**src/sv/b92c_pkg.sv**
```systemverilog
`timescale 1ns / 1ps

package b92c_pkg;

    // work kinds carried from the front to the back
    localparam logic [2:0] KIND_ENC4  = 3'd0;
    localparam logic [2:0] KIND_ENCS  = 3'd1;
    localparam logic [2:0] KIND_DEC5  = 3'd2;
    localparam logic [2:0] KIND_DEC2  = 3'd3;
    localparam logic [2:0] KIND_ERR   = 3'd4;

    localparam logic DIR_ENCODE = 1'b0;
    localparam logic DIR_DECODE = 1'b1;

    localparam int DIGIT_W = 7;
    localparam int DATA_W  = 5 * DIGIT_W;

    // x / 23 == (x * DIV23_MAGIC) >> 35, exact for x < 2**30
    localparam logic [30:0] DIV23_MAGIC = 31'd1493901669;

    // powers of 92
    localparam logic [31:0] POW92_1 = 32'd92;
    localparam logic [31:0] POW92_2 = 32'd8464;
    localparam logic [31:0] POW92_3 = 32'd778688;
    localparam logic [31:0] POW92_4 = 32'd71639296;

    localparam int Q_DEPTH = 2;
    localparam int Q_PTR_W = 1;
    localparam int Q_CNT_W = 2;

    typedef struct packed {
        logic [2:0]        kind;
        logic [2:0]        last_idx;
        logic [DATA_W-1:0] data;
    } cmd_t;

    function automatic logic [7:0] sym_of(input logic [6:0] d);
        logic [7:0] s;
        s = 8'h00;
        if (d inside {[7'd0:7'd25]})
        begin
            s = 8'h61 + {1'b0, d};
        end
        else if (d inside {[7'd26:7'd51]})
        begin
            s = 8'h41 + {1'b0, d} - 8'd26;
        end
        else if (d inside {[7'd52:7'd61]})
        begin
            s = 8'h30 + {1'b0, d} - 8'd52;
        end
        else
        begin
            case (d)
                7'd62: s = 8'h21;
                7'd63: s = 8'h24;
                7'd64: s = 8'h25;
                7'd65: s = 8'h5E;
                7'd66: s = 8'h26;
                7'd67: s = 8'h2A;
                7'd68: s = 8'h2D;
                7'd69: s = 8'h5F;
                7'd70: s = 8'h3D;
                7'd71: s = 8'h2B;
                7'd72: s = 8'h28;
                7'd73: s = 8'h29;
                7'd74: s = 8'h5B;
                7'd75: s = 8'h5D;
                7'd76: s = 8'h7B;
                7'd77: s = 8'h7D;
                7'd78: s = 8'h3C;
                7'd79: s = 8'h3E;
                7'd80: s = 8'h27;
                7'd81: s = 8'h40;
                7'd82: s = 8'h23;
                7'd83: s = 8'h7E;
                7'd84: s = 8'h3B;
                7'd85: s = 8'h3A;
                7'd86: s = 8'h2F;
                7'd87: s = 8'h3F;
                7'd88: s = 8'h2C;
                7'd89: s = 8'h2E;
                7'd90: s = 8'h7C;
                7'd91: s = 8'h5C;
                default: s = 8'h00;
            endcase
        end
        return s;
    endfunction

    // symbols outside the alphabet read as digit zero
    function automatic logic [6:0] digit_of(input logic [7:0] c);
        logic [7:0] t;
        logic [6:0] d;
        t = 8'h00;
        d = 7'd0;
        if (c inside {[8'h61:8'h7A]})
        begin
            t = c - 8'h61;
            d = t[6:0];
        end
        else if (c inside {[8'h41:8'h5A]})
        begin
            t = c - 8'h41 + 8'd26;
            d = t[6:0];
        end
        else if (c inside {[8'h30:8'h39]})
        begin
            t = c - 8'h30 + 8'd52;
            d = t[6:0];
        end
        else
        begin
            case (c)
                8'h21: d = 7'd62;
                8'h24: d = 7'd63;
                8'h25: d = 7'd64;
                8'h5E: d = 7'd65;
                8'h26: d = 7'd66;
                8'h2A: d = 7'd67;
                8'h2D: d = 7'd68;
                8'h5F: d = 7'd69;
                8'h3D: d = 7'd70;
                8'h2B: d = 7'd71;
                8'h28: d = 7'd72;
                8'h29: d = 7'd73;
                8'h5B: d = 7'd74;
                8'h5D: d = 7'd75;
                8'h7B: d = 7'd76;
                8'h7D: d = 7'd77;
                8'h3C: d = 7'd78;
                8'h3E: d = 7'd79;
                8'h27: d = 7'd80;
                8'h40: d = 7'd81;
                8'h23: d = 7'd82;
                8'h7E: d = 7'd83;
                8'h3B: d = 7'd84;
                8'h3A: d = 7'd85;
                8'h2F: d = 7'd86;
                8'h3F: d = 7'd87;
                8'h2C: d = 7'd88;
                8'h2E: d = 7'd89;
                8'h7C: d = 7'd90;
                8'h5C: d = 7'd91;
                default: d = 7'd0;
            endcase
        end
        return d;
    endfunction

endpackage

```
**src/sv/b92c_front.sv**
```systemverilog
`timescale 1ns / 1ps

module b92c_front
(
    input  logic                direction,
    input  logic [7:0]          unit_a,
    input  logic [7:0]          unit_b,
    input  logic [7:0]          unit_c,
    input  logic [7:0]          unit_d,
    input  logic [7:0]          unit_e,
    input  logic [2:0]          unit_count,
    output b92c_pkg::cmd_t      cmd
);

    logic [6:0] dig_a;
    logic [6:0] dig_b;
    logic [6:0] dig_c;
    logic [6:0] dig_d;
    logic [6:0] dig_e;

    assign dig_a = b92c_pkg::digit_of(unit_a);
    assign dig_b = b92c_pkg::digit_of(unit_b);
    assign dig_c = b92c_pkg::digit_of(unit_c);
    assign dig_d = b92c_pkg::digit_of(unit_d);
    assign dig_e = b92c_pkg::digit_of(unit_e);

    always_comb
    begin
        cmd.kind     = b92c_pkg::KIND_ERR;
        cmd.last_idx = 3'd0;
        cmd.data     = '0;
        if (direction == b92c_pkg::DIR_ENCODE)
        begin
            cmd.data = {3'b000, unit_d, unit_c, unit_b, unit_a};
            if (unit_count == 3'd4)
            begin
                cmd.kind     = b92c_pkg::KIND_ENC4;
                cmd.last_idx = 3'd4;
            end
            else if (unit_count inside {[3'd1:3'd3]})
            begin
                // two symbols per byte
                cmd.kind     = b92c_pkg::KIND_ENCS;
                cmd.last_idx = {unit_count[1:0], 1'b0} - 3'd1;
            end
        end
        else
        begin
            cmd.data = {dig_e, dig_d, dig_c, dig_b, dig_a};
            if (unit_count == 3'd5)
            begin
                cmd.kind     = b92c_pkg::KIND_DEC5;
                cmd.last_idx = 3'd3;
            end
            else if (unit_count == 3'd2)
            begin
                cmd.kind = b92c_pkg::KIND_DEC2;
            end
        end
    end

endmodule

```
**config.mk**
```make
export PLATFORM = sky130hd
export DESIGN_NAME = b92c_front
export DESIGN_NICKNAME = d
export VERILOG_FILES = /design/src/sv/b92c_pkg.sv /design/src/sv/b92c_front.sv
export SDC_FILE = /design/constraint.sdc
export NUM_CORES = 1
export LEC_CHECK = 0
export ABC_AREA = 1
export CELL_PAD_IN_SITES_DETAIL_PLACEMENT = 0
export CELL_PAD_IN_SITES_GLOBAL_PLACEMENT = 2
export CORE_ASPECT_RATIO = 1.4
export CORE_MARGIN = 5
export CORE_UTILIZATION = 30
export DETAILED_ROUTE_END_ITERATION = 16
export DONT_BUFFER_PORTS = 1
export PLACE_DENSITY_LB_ADDON = 0.1
export SLEW_MARGIN = 20
export SYNTH_ARGS = -nofsm -noshare
export SYNTH_HDL_FRONTEND = slang
export SYNTH_MEMORY_MAX_BITS = 65536
export SYNTH_SLANG_ARGS = --single-unit
export TNS_END_PERCENT = 50
```
**constraint.sdc**
```tcl
create_clock -name vclk -period 2.15
set_input_delay 0.1075 -clock vclk [all_inputs]
set_output_delay 0.1075 -clock vclk [all_outputs]
set_load 0.005 [all_outputs]
```
==> reports/qor.yml <==
run_status:
  status: "finished clean"
job:
  cap_violations: 0
layout:
  nClkBuffers: 0
  final_nets: 1225
  antennaDiodeCount: 0
  seq_area_um2: 0
  drive_above_1_share_pct: 7.76
  area_growth_pct: 2.41
  seq_cells: 0
place:
  dpl.hpwl_mm: 20.2
  dp_slack_ps: 298
  portBuffers: 0
  gp_congestion: 0.878
power:
  power_per_cell_area_nw_per_um2: 170
  switching_power_uw: 677
  sw_frac_of_total_pct: 67.0
  vdd_drop_max_v: 0.0000448
  intPower_uw: 333
  power.leakage_nw: 3.17
  seqPwrFrac_pct: 0
  clkPwrFrac_pct: 0
  combPwrFrac_pct: 100.0
worst_setup_path:
  startpoint_type: "input pin"
  worstSetupPathType: "input pin to primary output"
  critPathRequiredTime_ps: 2040
  critPathArrivalTime_ps: 1750
  critical_path_peak_fanout: 11
  cp-end-kind: "primary output"
synthesis:
  syn_nets: 1253
  synth_warnings: 0
  netlist_area_um2: 5810
  postSynthCellCount: 1138
  synth_top_area_share_pct: 25.7
  ys_types: 40
  ys_seq_area_share_pct: 0
  avgSynthCellArea_um2: 5.11
  yosysTopAreaCell: "nand2_1"
  synth_area_leaders: "nand2_1 (26%), ha_1 (15%), nand3_1 (7.8%)"
global_route:
  gr-usage-all-layers_pct: 21.0
  grt_pass1_wl_mm: 38.4
  antenna_found_initial: 0
  grt_overflow: 0
  grt_pass1_vias: 7073
  grt_max_degree: 58
detailed_routing:
  routed_wl_mm: 24.7
  vias_per_cell: 5.33
  drtPass1Iterations: 6
  drtIter0Drc: 406
  vias: 7229
  drc: 0
  postRouteAntennaNets: 0
  wire_per_inst_um: 18.2
timing:
  fmax_mhz: 538
  hold_violations: 0
  drv_slew: 0
  layout_min_cycle_time_ps: 1860
  setup_tns_ps: 0
  tightest_slew_ps: 622
  slew_headroom_pct: 58.1
  fin_ws_ps: 292
  whs_ps: 322
  setup_viol: 0
  grt_setup_unrepaired: "false"
  post-route-period-util_pct: 86.4
clock_tree:
  cts-hold-fix-buffers: 0
  post_cts_resized: 0
  cts_setup_buffers: 0
die:
  die_area_um2: 22300
  core_area_um2: 19100
  die_w_um: 128
  io_pins: 85
  core.rowCount: 60
  start_util_pct: 30.4
  dieHeight_um: 175
min_path:
  holdCritPathClass: "input pin to primary output"
[logic make-up after synthesis]
kind of cell               count (synthesis)  share of synthesized area [%]
and+or+nand+nor                          656                           47.9
AOI/OAI and AO/OA                        223                           21.4
buffers and inverters                    170                           12.6
adders and majority gates                 71                           15.3
xor gates and xnor gates                  18                           2.71
[final timing paths]
| check | start | to | depth (start not counted) |
|---|---|---|---|
| setup / recovery | unit_d[0] | cmd[27] | 13 |
| hold / removal | unit_c[3] | cmd[19] | 2 |
[power groups by stage]
stage          clock network [mW]  logic (mW)  registers, mW
2_1_floorplan                   0       0.822              0
3_3_place_gp                    0        1.04              0
3_5_place_dp                    0        1.01              0
4_1_cts                         0        1.01              0
5_1_grt                         0        1.14              0
6_report                        0        1.01              0
[synthesized netlist by cell type (all sizes together) (2+ instances only)]
| master | n |
|---|---|
| o31ai | 2 |
| o22ai | 5 |
| nand4 | 8 |
| o21ai | 108 |
| a21oi | 85 |
| nor2 | 129 |
| buf | 31 |
| nand2 | 413 |
| o211ai | 17 |
| clkbuf | 9 |
| nand3 | 94 |
| xor2 | 17 |
| a31oi | 3 |
| or2 | 2 |
| nor3 | 5 |
| nand3b | 4 |
| inv | 129 |
| ha | 71 |
[placed cells by master (no fill, tap or decap), drive strengths merged]
cell    netlist  routed
or2           2       2
o211ai       17      17
xor2         17      17
inv         129     129
nand2       413     413
buf          31      10
o311ai        1       1
nand3b        4       4
a21boi        1       1
o31ai         2       2
xnor2         1       1
nor3          5       5
o22ai         5       5
clkinv        1       1
ha           71      71
nor2        129     129
a31oi         3       3
o21bai        1       1
nand4         8       8
nor2b         1       1
a21oi        85      85
o21ai       108     108
nand3        94      94
[through the flow]
step | cells | util, % | power [mW] | instance area, µm²
floorplan | 1138 | - | 0.822 | 5810
global placement | 1356 | 31.1 | 1.04 | 5950
detailed placement | 1356 | 31.1 | 1.01 | 5950
CTS | 1356 | 31.1 | 1.01 | 5950
global route | 1356 | 31.1 | 1.14 | 5950
finish | 1356 | 31.1 | 1.01 | 5950
[cell type report]
type                       count  area (µm²)
tap                          248         310
multi-input combinational    968        5080
inverter                     130         489
fill                        2318       13200
timing repair buffer          10        75.1
[per-layer routing]
metal	vias to the layer above	wire length, µm	GRT usage [%]
met1	3297	9540	23.6
met5	-	0	0
met3	71	1230	2.42
met4	0	1290	8.89
met2	243	12600	39.4
li1	3618	-	-
[worst max-delay path, stage by stage]
cell,delay [ps]
inv_1,200
ha_1,320
inv_1,90
nand2_1,60
nand2_1,40
nand2_1,50
nand2_1,100
inv_1,190
nor2_1,120
nand2_1,80
nand2_1,50
a21oi_1,220
nor2_1,110
Note: power is estimated with default switching activity, not from simulation.
