[src/sv/b92c_pkg.sv]
`timescale 1ns / 1ps

package b92c_pkg;

    // work kinds carried from the front to the back
    localparam logic [2:0] KIND_ENC4  = 3'd0;
    localparam logic [2:0] KIND_ENCS  = 3'd1;
    localparam logic [2:0] KIND_DEC5  = 3'd2;
    localparam logic [2:0] KIND_DEC2  = 3'd3;
    localparam logic [2:0] KIND_ERR   = 3'd4;

    localparam logic DIR_ENCODE = 1'b0;
    localparam logic DIR_DECODE = 1'b1;

    localparam int DIGIT_W = 7;
    localparam int DATA_W  = 5 * DIGIT_W;

    // x / 23 == (x * DIV23_MAGIC) >> 35, exact for x < 2**30
    localparam logic [30:0] DIV23_MAGIC = 31'd1493901669;

    // powers of 92
    localparam logic [31:0] POW92_1 = 32'd92;
    localparam logic [31:0] POW92_2 = 32'd8464;
    localparam logic [31:0] POW92_3 = 32'd778688;
    localparam logic [31:0] POW92_4 = 32'd71639296;

    localparam int Q_DEPTH = 2;
    localparam int Q_PTR_W = 1;
    localparam int Q_CNT_W = 2;

    typedef struct packed {
        logic [2:0]        kind;
        logic [2:0]        last_idx;
        logic [DATA_W-1:0] data;
    } cmd_t;

    function automatic logic [7:0] sym_of(input logic [6:0] d);
        logic [7:0] s;
        s = 8'h00;
        if (d inside {[7'd0:7'd25]})
        begin
            s = 8'h61 + {1'b0, d};
        end
        else if (d inside {[7'd26:7'd51]})
        begin
            s = 8'h41 + {1'b0, d} - 8'd26;
        end
        else if (d inside {[7'd52:7'd61]})
        begin
            s = 8'h30 + {1'b0, d} - 8'd52;
        end
        else
        begin
            case (d)
                7'd62: s = 8'h21;
                7'd63: s = 8'h24;
                7'd64: s = 8'h25;
                7'd65: s = 8'h5E;
                7'd66: s = 8'h26;
                7'd67: s = 8'h2A;
                7'd68: s = 8'h2D;
                7'd69: s = 8'h5F;
                7'd70: s = 8'h3D;
                7'd71: s = 8'h2B;
                7'd72: s = 8'h28;
                7'd73: s = 8'h29;
                7'd74: s = 8'h5B;
                7'd75: s = 8'h5D;
                7'd76: s = 8'h7B;
                7'd77: s = 8'h7D;
                7'd78: s = 8'h3C;
                7'd79: s = 8'h3E;
                7'd80: s = 8'h27;
                7'd81: s = 8'h40;
                7'd82: s = 8'h23;
                7'd83: s = 8'h7E;
                7'd84: s = 8'h3B;
                7'd85: s = 8'h3A;
                7'd86: s = 8'h2F;
                7'd87: s = 8'h3F;
                7'd88: s = 8'h2C;
                7'd89: s = 8'h2E;
                7'd90: s = 8'h7C;
                7'd91: s = 8'h5C;
                default: s = 8'h00;
            endcase
        end
        return s;
    endfunction

    // symbols outside the alphabet read as digit zero
    function automatic logic [6:0] digit_of(input logic [7:0] c);
        logic [7:0] t;
        logic [6:0] d;
        t = 8'h00;
        d = 7'd0;
        if (c inside {[8'h61:8'h7A]})
        begin
            t = c - 8'h61;
            d = t[6:0];
        end
        else if (c inside {[8'h41:8'h5A]})
        begin
            t = c - 8'h41 + 8'd26;
            d = t[6:0];
        end
        else if (c inside {[8'h30:8'h39]})
        begin
            t = c - 8'h30 + 8'd52;
            d = t[6:0];
        end
        else
        begin
            case (c)
                8'h21: d = 7'd62;
                8'h24: d = 7'd63;
                8'h25: d = 7'd64;
                8'h5E: d = 7'd65;
                8'h26: d = 7'd66;
                8'h2A: d = 7'd67;
                8'h2D: d = 7'd68;
                8'h5F: d = 7'd69;
                8'h3D: d = 7'd70;
                8'h2B: d = 7'd71;
                8'h28: d = 7'd72;
                8'h29: d = 7'd73;
                8'h5B: d = 7'd74;
                8'h5D: d = 7'd75;
                8'h7B: d = 7'd76;
                8'h7D: d = 7'd77;
                8'h3C: d = 7'd78;
                8'h3E: d = 7'd79;
                8'h27: d = 7'd80;
                8'h40: d = 7'd81;
                8'h23: d = 7'd82;
                8'h7E: d = 7'd83;
                8'h3B: d = 7'd84;
                8'h3A: d = 7'd85;
                8'h2F: d = 7'd86;
                8'h3F: d = 7'd87;
                8'h2C: d = 7'd88;
                8'h2E: d = 7'd89;
                8'h7C: d = 7'd90;
                8'h5C: d = 7'd91;
                default: d = 7'd0;
            endcase
        end
        return d;
    endfunction

endpackage

[src/sv/b92c_queue.sv]
`timescale 1ns / 1ps

module b92c_queue
(
    input  logic                clk,
    input  logic                rst_n,
    input  logic                push,
    input  b92c_pkg::cmd_t      push_cmd,
    output logic                full,
    input  logic                pop,
    output logic                pop_valid,
    output b92c_pkg::cmd_t      pop_cmd
);

    b92c_pkg::cmd_t mem [b92c_pkg::Q_DEPTH];

    logic [b92c_pkg::Q_PTR_W-1:0] wr_ptr_reg;
    logic [b92c_pkg::Q_PTR_W-1:0] wr_ptr_next;
    logic [b92c_pkg::Q_PTR_W-1:0] rd_ptr_reg;
    logic [b92c_pkg::Q_PTR_W-1:0] rd_ptr_next;
    logic [b92c_pkg::Q_CNT_W-1:0] cnt_reg;
    logic [b92c_pkg::Q_CNT_W-1:0] cnt_next;

    logic do_push;
    logic do_pop;

    assign full      = (cnt_reg == b92c_pkg::Q_CNT_W'(b92c_pkg::Q_DEPTH));
    assign pop_valid = (cnt_reg != '0);
    assign pop_cmd   = mem[rd_ptr_reg];
    assign do_push   = push && !full;
    assign do_pop    = pop && pop_valid;

    always_comb
    begin
        wr_ptr_next = wr_ptr_reg;
        rd_ptr_next = rd_ptr_reg;
        cnt_next    = cnt_reg;
        if (do_push)
        begin
            wr_ptr_next = wr_ptr_reg + 1'b1;
        end
        if (do_pop)
        begin
            rd_ptr_next = rd_ptr_reg + 1'b1;
        end
        if (do_push && !do_pop)
        begin
            cnt_next = cnt_reg + 1'b1;
        end
        else if (do_pop && !do_push)
        begin
            cnt_next = cnt_reg - 1'b1;
        end
    end

    always_ff @(posedge clk or negedge rst_n)
    begin
        if (!rst_n)
        begin
            wr_ptr_reg <= '0;
            rd_ptr_reg <= '0;
            cnt_reg    <= '0;
        end
        else
        begin
            wr_ptr_reg <= wr_ptr_next;
            rd_ptr_reg <= rd_ptr_next;
            cnt_reg    <= cnt_next;
        end
    end

    always_ff @(posedge clk)
    begin
        if (do_push)
        begin
            mem[wr_ptr_reg] <= push_cmd;
        end
    end

endmodule

[config.mk]
export PLATFORM = sky130hd
export DESIGN_NAME = b92c_queue
export DESIGN_NICKNAME = d
export VERILOG_FILES = /design/src/sv/b92c_pkg.sv /design/src/sv/b92c_queue.sv
export SDC_FILE = /design/constraint.sdc
export NUM_CORES = 1
export LEC_CHECK = 0
export BUFFER_PORTS_ARGS = -buffer_cell sky130_fd_sc_hd__buf_2
export CORE_MARGIN = 1
export CORE_UTILIZATION = 47
export CTS_CLUSTER_SIZE = 20
export DETAILED_ROUTE_END_ITERATION = 12
export PLACE_DENSITY_LB_ADDON = 0.1
export SLEW_MARGIN = 20
export SYNTH_ARGS = -nofsm -noshare
export SYNTH_HDL_FRONTEND = slang
export SYNTH_SLANG_ARGS = --single-unit
[constraint.sdc]
create_clock -name clk -period 2.98 [get_ports clk]
set_input_delay 0.149 -clock clk [delete_from_list [all_inputs] [get_ports clk]]
set_output_delay 0.149 -clock clk [all_outputs]
set_load 0.02 [all_outputs]
==> summary.txt, run 1 <==
Run status
  • Status: completed

Drt
  • Remaining DRCs: 0
  • Detail Route Antenna Nets: 0
  • Highest routed metal layer: met4
  • Met2 Wirelength: just under 3 mm
  • Iter 0 DRT Violations: 80
  • WL met1: 2.36 mm
  • Total wire length: 5.65 mm
  • DR WL met3: ~270 µm
  • DRT Pass-1 Iters: 4
  • Via count: between 1,500 and 2,000
  • WL per Instance: 14.6 µm
  • Post-DR vias/cell: 4.61

Die
  • Initial core utilization: 48.9%
  • CORE AREA: 0.00687 mm²
  • Num rows: 30
  • IO Count: 88
  • Die Width: 86.6 µm
  • Die ar.: approximately 0.0075 mm²
  • Vert. Die Dim: slightly below 90 µm

STA
  • PnR worst setup slack: between 0.8 and 0.9 ns
  • Clk_skew: 0.0114 ns
  • Fin. max-slew vios: 0
  • Fin Setup TNS: 0 ns
  • Final Hold Viols: 0
  • Final count of negative-setup-slack endpoints: 0
  • Relative slew slack: 32.7%
  • RSZ-0062 raised after global routing: false
  • Fin crit period: 2.10 ns
  • Tcrit/Tclk final: 70.5%
  • Worst Tran Pin Value: 1.01 ns
  • Hold_ws: 0.0652 ns
  • Maximum clock rate: 0.476 GHz

Yosys
  • Asr flop ratio synth: around 4.7%
  • Number of synthesized flops with an enable pin: 82
  • Synth warn: 0
  • Synth unique cells: 16
  • Post-Syn Nets: between 150 and 200
  • Synth area leaders: edfxtp_1 73%, mux2_4 17%, dfrtp_1 3.0%, buf_12 2.4%, xnor2_1 0.78%
  • Top FF cell, synth: edfxtp_1
  • Mean post-synth cell area: 22.9 µm²
  • Area leader, netlist: edfxtp_1
  • Synth cell count leaders: 82 x edfxtp_1, 39 x mux2_4, 4 x buf_12, 4 x dfrtp_1, 3 x xnor2_1
  • Gate Count Post-Synth: about 150
  • Post-synth top area share: around three quarters
  • Mapped cell area: 0.00336 mm²
  • Seq/Total Area, Yosys: 76.2%
  • Most frequent cell after synthesis: edfxtp_1
  • Synth Register Bits: 86

Final layout
  • Nets: 331
  • Number of flip-flops under the largest register name: 82
  • Final instance area: 0.00449 mm²
  • Syn-to-layout area delta: 33.5%
  • Share of layout cells above drive strength 1: 51.7%
  • ANT cells: 0
  • Final core occ: 65.3%
  • Fillers: 501

Critical path
  • Critical Path AT: 1.95 ns
  • CP startpoint kind: flip-flop
  • Worst path required time: 2.83 ns
  • Crit Path Max Fanout: 22
  • Setup CP Type: flip-flop to output pin
  • Crit path capture type: output pin

GRT
  • Initial antenna violation count: 0
  • Largest net degree at the start of global routing: between 40 and 50
  • Vias in the first global route: 1,882
  • Grt ovf: 0
  • First-pass GRT wire length: 8.83 mm
  • Tot GR Track Use: between 15 and 20%

Run
  • MaxCap Viol Count: 0

Hold path
  • Worst hold path type: input pin to flip-flop

Placed design
  • PortBufs: 87
  • RD Place Congestion: 0.707
  • Placed inst area: 0.00387 mm²
  • Final HPWL DP: roughly 3.4 mm
  • Place WS: 1.09 ns

Clock tree
  • CTS clk-pin slew, worst paths: 0.07 ns
  • Longest Clk Path Bufs: 2
  • H-tree Lvls: 3
  • Cts bufs inserted: 9
  • CTS root buffer: clkbuf_8
  • TritonCTS clock tree: built
  • Clock latency on the worst-skew pair: approximately 0.35 ns
  • TritonCTS sink count: 86

Pwr
  • P_leak: 0.00183 µW
  • Power Density: 922 mW/mm²
  • Max VDD drop: 402 µV
power by group:
| group | total (µW) | switching [µW] | internal (µW) |
|---|---|---|---|
| registers | 1820 | 158 | 1660 |
| clock network | 793 | 404 | 389 |
| logic | 1530 | 798 | 730 |
repair_timing:
item,in CTS,in global routing
setup buffers,0,0
hold buffers,41,1
hold endpoints to repair,84,2
resized for setup,0,0
path summary, 6_finish.rpt:
path,startpoint,end,slack [ns],cells after the start
hold / removal,pop,rd_ptr_reg,0.07,3
hold reg to reg,cnt_reg[1],cnt_reg[1],0.51,1
setup reg to reg,cnt_reg[0],mem[0][7],1.13,4
setup / recovery,rd_ptr_reg,pop_cmd[14],0.88,3
max in group asynchronous,rst_n,rd_ptr_reg,2.70,2
min in group asynchronous,rst_n,cnt_reg[1],0.14,2
per-layer routing:
metal	vias up	global-route usage, %
li1	845	-
met1	864	19.3
met2	58	27.7
met3	12	4.00
met4	0	8.64
met5	-	0
layout by cell type (no fill, tap or decap), types with 3 or more instances in the layout:
| cell type | n |
|---|---|
| buf_2 | 87 |
| clkbuf_8 | 9 |
| dfrtp_1 | 3 |
| dlygate4sd3_1 | 42 |
| edfxtp_1 | 82 |
| mux2_4 | 39 |
| xnor2_1 | 3 |
cell families after synthesis:
logic type,share of synthesized area [%]
xor gates and xnor gates,1.30
adders and majority gates,0.372
buffers and inverters,2.94
DFF,76.2
muxes,18.1
and+or+nand+nor,1.08
worst max-delay path, stage by stage, from the launching register on:
cell and delay (ns):
dfrtp_2 0.82, buf_12 0.30, mux2_4 0.32, buf_2 0.16
metrics by stage:
| stage | total power, µW | instances |
|---|---|---|
| final | 4140 | 386 |
| after global routing | 4340 | 386 |
| after CTS | 4180 | 385 |
| after detailed placement | 3350 | 328 |
| after global placement | 3330 | 328 |
| after floorplan | 3020 | 147 |
cell type report:
cell class | instances | area (µm²) | share of cell area (%)
clock buffers | 9 | 124 | 2.76
well taps | 96 | 120 | 2.68
multi-input cells | 54 | 709 | 15.8
clock inverters | 7 | 72.6 | 1.62
flip-flops and latches | 86 | 2560 | 57.1
inverters | 2 | 7.51 | 0.167
repair buffers | 132 | 891 | 19.8
(Power assumes the default switching activity.)
==> run 2: changes to the inputs <==
==> constraint.sdc (replaced) <==
create_clock -name clk -period 1.9 [get_ports clk]
set_input_delay 0.095 -clock clk [delete_from_list [all_inputs] [get_ports clk]]
set_output_delay 0.095 -clock clk [all_outputs]
set_load 0.02 [all_outputs]
==> run 2 against run 1 <==
Against the previous run:
- largest cell class unchanged
- global-route usage shrank 0.41 points
- first-iteration DRC count grew 23%
- cell count grew 0.78%
- largest power group unchanged
- highest routed layer unchanged
==> summary.txt, run 2 (synthesis results as in run 1) <==
Run status
  • Status: completed

GRT
  • Largest net degree at the start of global routing: 27 (-36%)
  • Initial antenna violation count: 0 (unchanged)
  • Grt ovf: 0 (unchanged)
  • First-pass GRT wire length: 8.65 mm (-2.0%)
  • Tot GR Track Use: 15.9% (-0.41 points)
  • Vias in the first global route: 1,890 (+0.43%)

Die
  • Num rows: 30 (unchanged)
  • CORE AREA: 0.00687 mm² (unchanged)
  • IO Count: 88 (unchanged)
  • Initial core utilization: 48.9% (unchanged)
  • Die ar.: 0.00750 mm² (unchanged)
  • Vert. Die Dim: 86.6 µm (unchanged)
  • Die Width: 86.6 µm (unchanged)

Final layout
  • Nets: 334 (+0.91%)
  • Syn-to-layout area delta: 34.8%
  • Share of layout cells above drive strength 1: 51.5% (-0.19 points)
  • Commonest non-fill, non-tap cells in the layout: 87 x buf_2, 82 x edfxtp_1, 42 x dlygate4sd3_1
  • Commonest non-fill, non-tap cell in the layout: buf_2
  • Number of flip-flops under the largest register name: 82 (unchanged)
  • ANT cells: 0 (unchanged)

Clock tree
  • CTS Hold Bufs: 42 (+2.4%)
  • TritonCTS clock tree: built
  • # Post-CTS Setup Buffers: 0 (unchanged)
  • H-tree Lvls: 3 (unchanged)
  • CTS root buffer: clkbuf_8
  • Clock latency on the worst-skew pair: 0.34 ns (about the same)
  • Cts bufs inserted: 9 (unchanged)
  • Post-cts sizing count: 0 (unchanged)
  • TritonCTS sink count: 86 (unchanged)
  • Longest Clk Path Bufs: 2 (unchanged)
  • CTS clk-pin slew, worst paths: 0.08 ns (about the same)

Pwr
  • Max VDD drop: 874 µV (+120%)
  • P_leak: 0.00186 µW (+1.5%)
  • Power Density: 1460 mW/mm² (+59%)

STA
  • Final count of negative-setup-slack endpoints: 0 (unchanged)
  • Worst Tran Pin Value: 0.357 ns (-0.653 ns)
  • Clk_skew: 0.00526 ns (-0.00611 ns)
  • Fin Setup TNS: 0 ns (unchanged)
  • Final Hold Viols: 0 (unchanged)
  • Hold_ws: 0.0196 ns (-0.0456 ns)
  • Fin crit period: 1.75 ns
  • RSZ-0062 raised after global routing: false
  • Tcrit/Tclk final: 91.9%
  • Fin. max-slew vios: 0 (unchanged)
  • Relative slew slack: 76.2% (+44 points)
  • Maximum clock rate: roughly 0.57 GHz

Drt
  • Total wire length: 5.51 mm (-2.5%)
  • Remaining DRCs: 0 (unchanged)
  • Detail Route Antenna Nets: 0 (unchanged)
  • Iter 0 DRT Violations: 98 (+23%)
  • Post-DR vias/cell: 4.57 (-0.88%)
  • Via count: 1,777 (-0.11%)
  • WL per Instance: 14.2 µm (-3.2%)
  • DRT Pass-1 Iters: 4 (unchanged)

Critical path
  • Worst Reg-to-Reg Cells: 7 (+3)
  • Setup CP Type: flip-flop to output pin
  • Crit path capture type: output pin
  • Crit-path cells: buf_12 > mux2_4 > buf_2
  • FF-to-FF End: cnt_reg[1]
  • CP Depth: 3 (unchanged)
  • Reg2reg setup slack: 0.33 ns (-0.80 ns)
  • CP max stage delay: 0.58 ns (-0.24 ns)
  • Worst path slowest cell: dfrtp_2
  • CP startpoint kind: flip-flop
  • Crit-path leading delay family: flip-flops
  • Crit Path Max Fanout: 20 (-9.1%)
  • Reg2Reg Launch Point: cnt_reg[0]
  • Critical Path AT: 1.65 ns (-0.30 ns)
  • Worst path required time: 1.80 ns (-1.03 ns)
  • Bufs and invs on worst path: 2 (unchanged)

Placed design
  • Final HPWL DP: 3.45 mm (+1.9%)
  • RD Place Congestion: 0.654 (-7.5%)
  • PortBufs: 87 (unchanged)

Run
  • MaxCap Viol Count: 0 (unchanged)

Hold path
  • Worst hold path type: input pin to flip-flop
  • Hold Crit Endpoint: rd_ptr_reg
  • Hold Path Depth: 3 (unchanged)
  • Worst hold start: pop
-- run 2: changes by cell type in the layout (fill, tap and decap cells not counted) --
| cell | before | now |
|---|---|---|
| buf_4 | 2 | 4 |
| clkbuf_1 | 0 | 2 |
| clkinv_4 | 2 | 0 |
| buf_12 | 1 | 2 |
| bufinv_16 | 1 | 2 |
| clkinv_2 | 1 | 2 |
| clkinvlp_4 | 1 | 0 |
| inv_6 | 1 | 0 |
-- run 2: how the worst max path moves through the flow --
stage / startpoint / end / slack, ns
2_1_floorplan: cnt_reg[0] / mem[0][0] / 0.23
3_3_place_gp: cnt_reg[0] / mem[0][40] / 0.44
3_5_place_dp: cnt_reg[0] / cnt_reg[1] / 0.35
4_1_cts: rd_ptr_reg / pop_cmd[4] / 0.12
5_1_grt: rd_ptr_reg / pop_cmd[27] / 0.08
6_report: rd_ptr_reg / pop_cmd[27] / 0.15
-- run 2: layer usage --
metal	track usage, %	wire, µm	share of wire [%]
met1	18.7	2340	42
met2	27.8	2870	52
met3	3.43	233	4.2
met4	7.73	71	1.3
met5	0	0	0
-- run 2: metrics by stage --
step	cells	total power (µW)	util, %	setup WS (ns)	area (µm²)
floorplan	147	4740	-	0.227	3370
global placement	331	5290	56.9	0.436	3910
detailed placement	331	5320	56.9	0.354	3910
CTS	389	6710	66.0	0.116	4530
global route	389	6960	66.0	0.0817	4530
finish	389	6630	66.0	0.154	4530
-- run 2: layout make-up --
type / instances / area (µm²)
Sequential cell: 86 / 2560
Fill cell: 491 / 2340
Multi-Input combinational cell: 54 / 709
Clock inverter: 5 / 73.8
Tap cell: 96 / 120
Clock buffer: 11 / 131
Timing Repair Buffer: 135 / 926
Inverter: 2 / 7.51
-- run 2: report_power, final --
| group | switching (µW) | internal [µW] | leakage (µW) |
|---|---|---|---|
| clock | 589 | 733 | 0.000105 |
| combinational | 1330 | 1200 | 0.000944 |
| sequential | 183 | 2600 | 0.000807 |
-- run 2: worst register-to-register path, cell delays in order (launching register included) --
cell      delay (ns)
dfrtp_1         0.42
nand2b_1        0.19
nand2_1         0.18
inv_1           0.07
ha_1            0.21
xor2_1          0.14
nor2_1          0.11
xor2_1          0.17
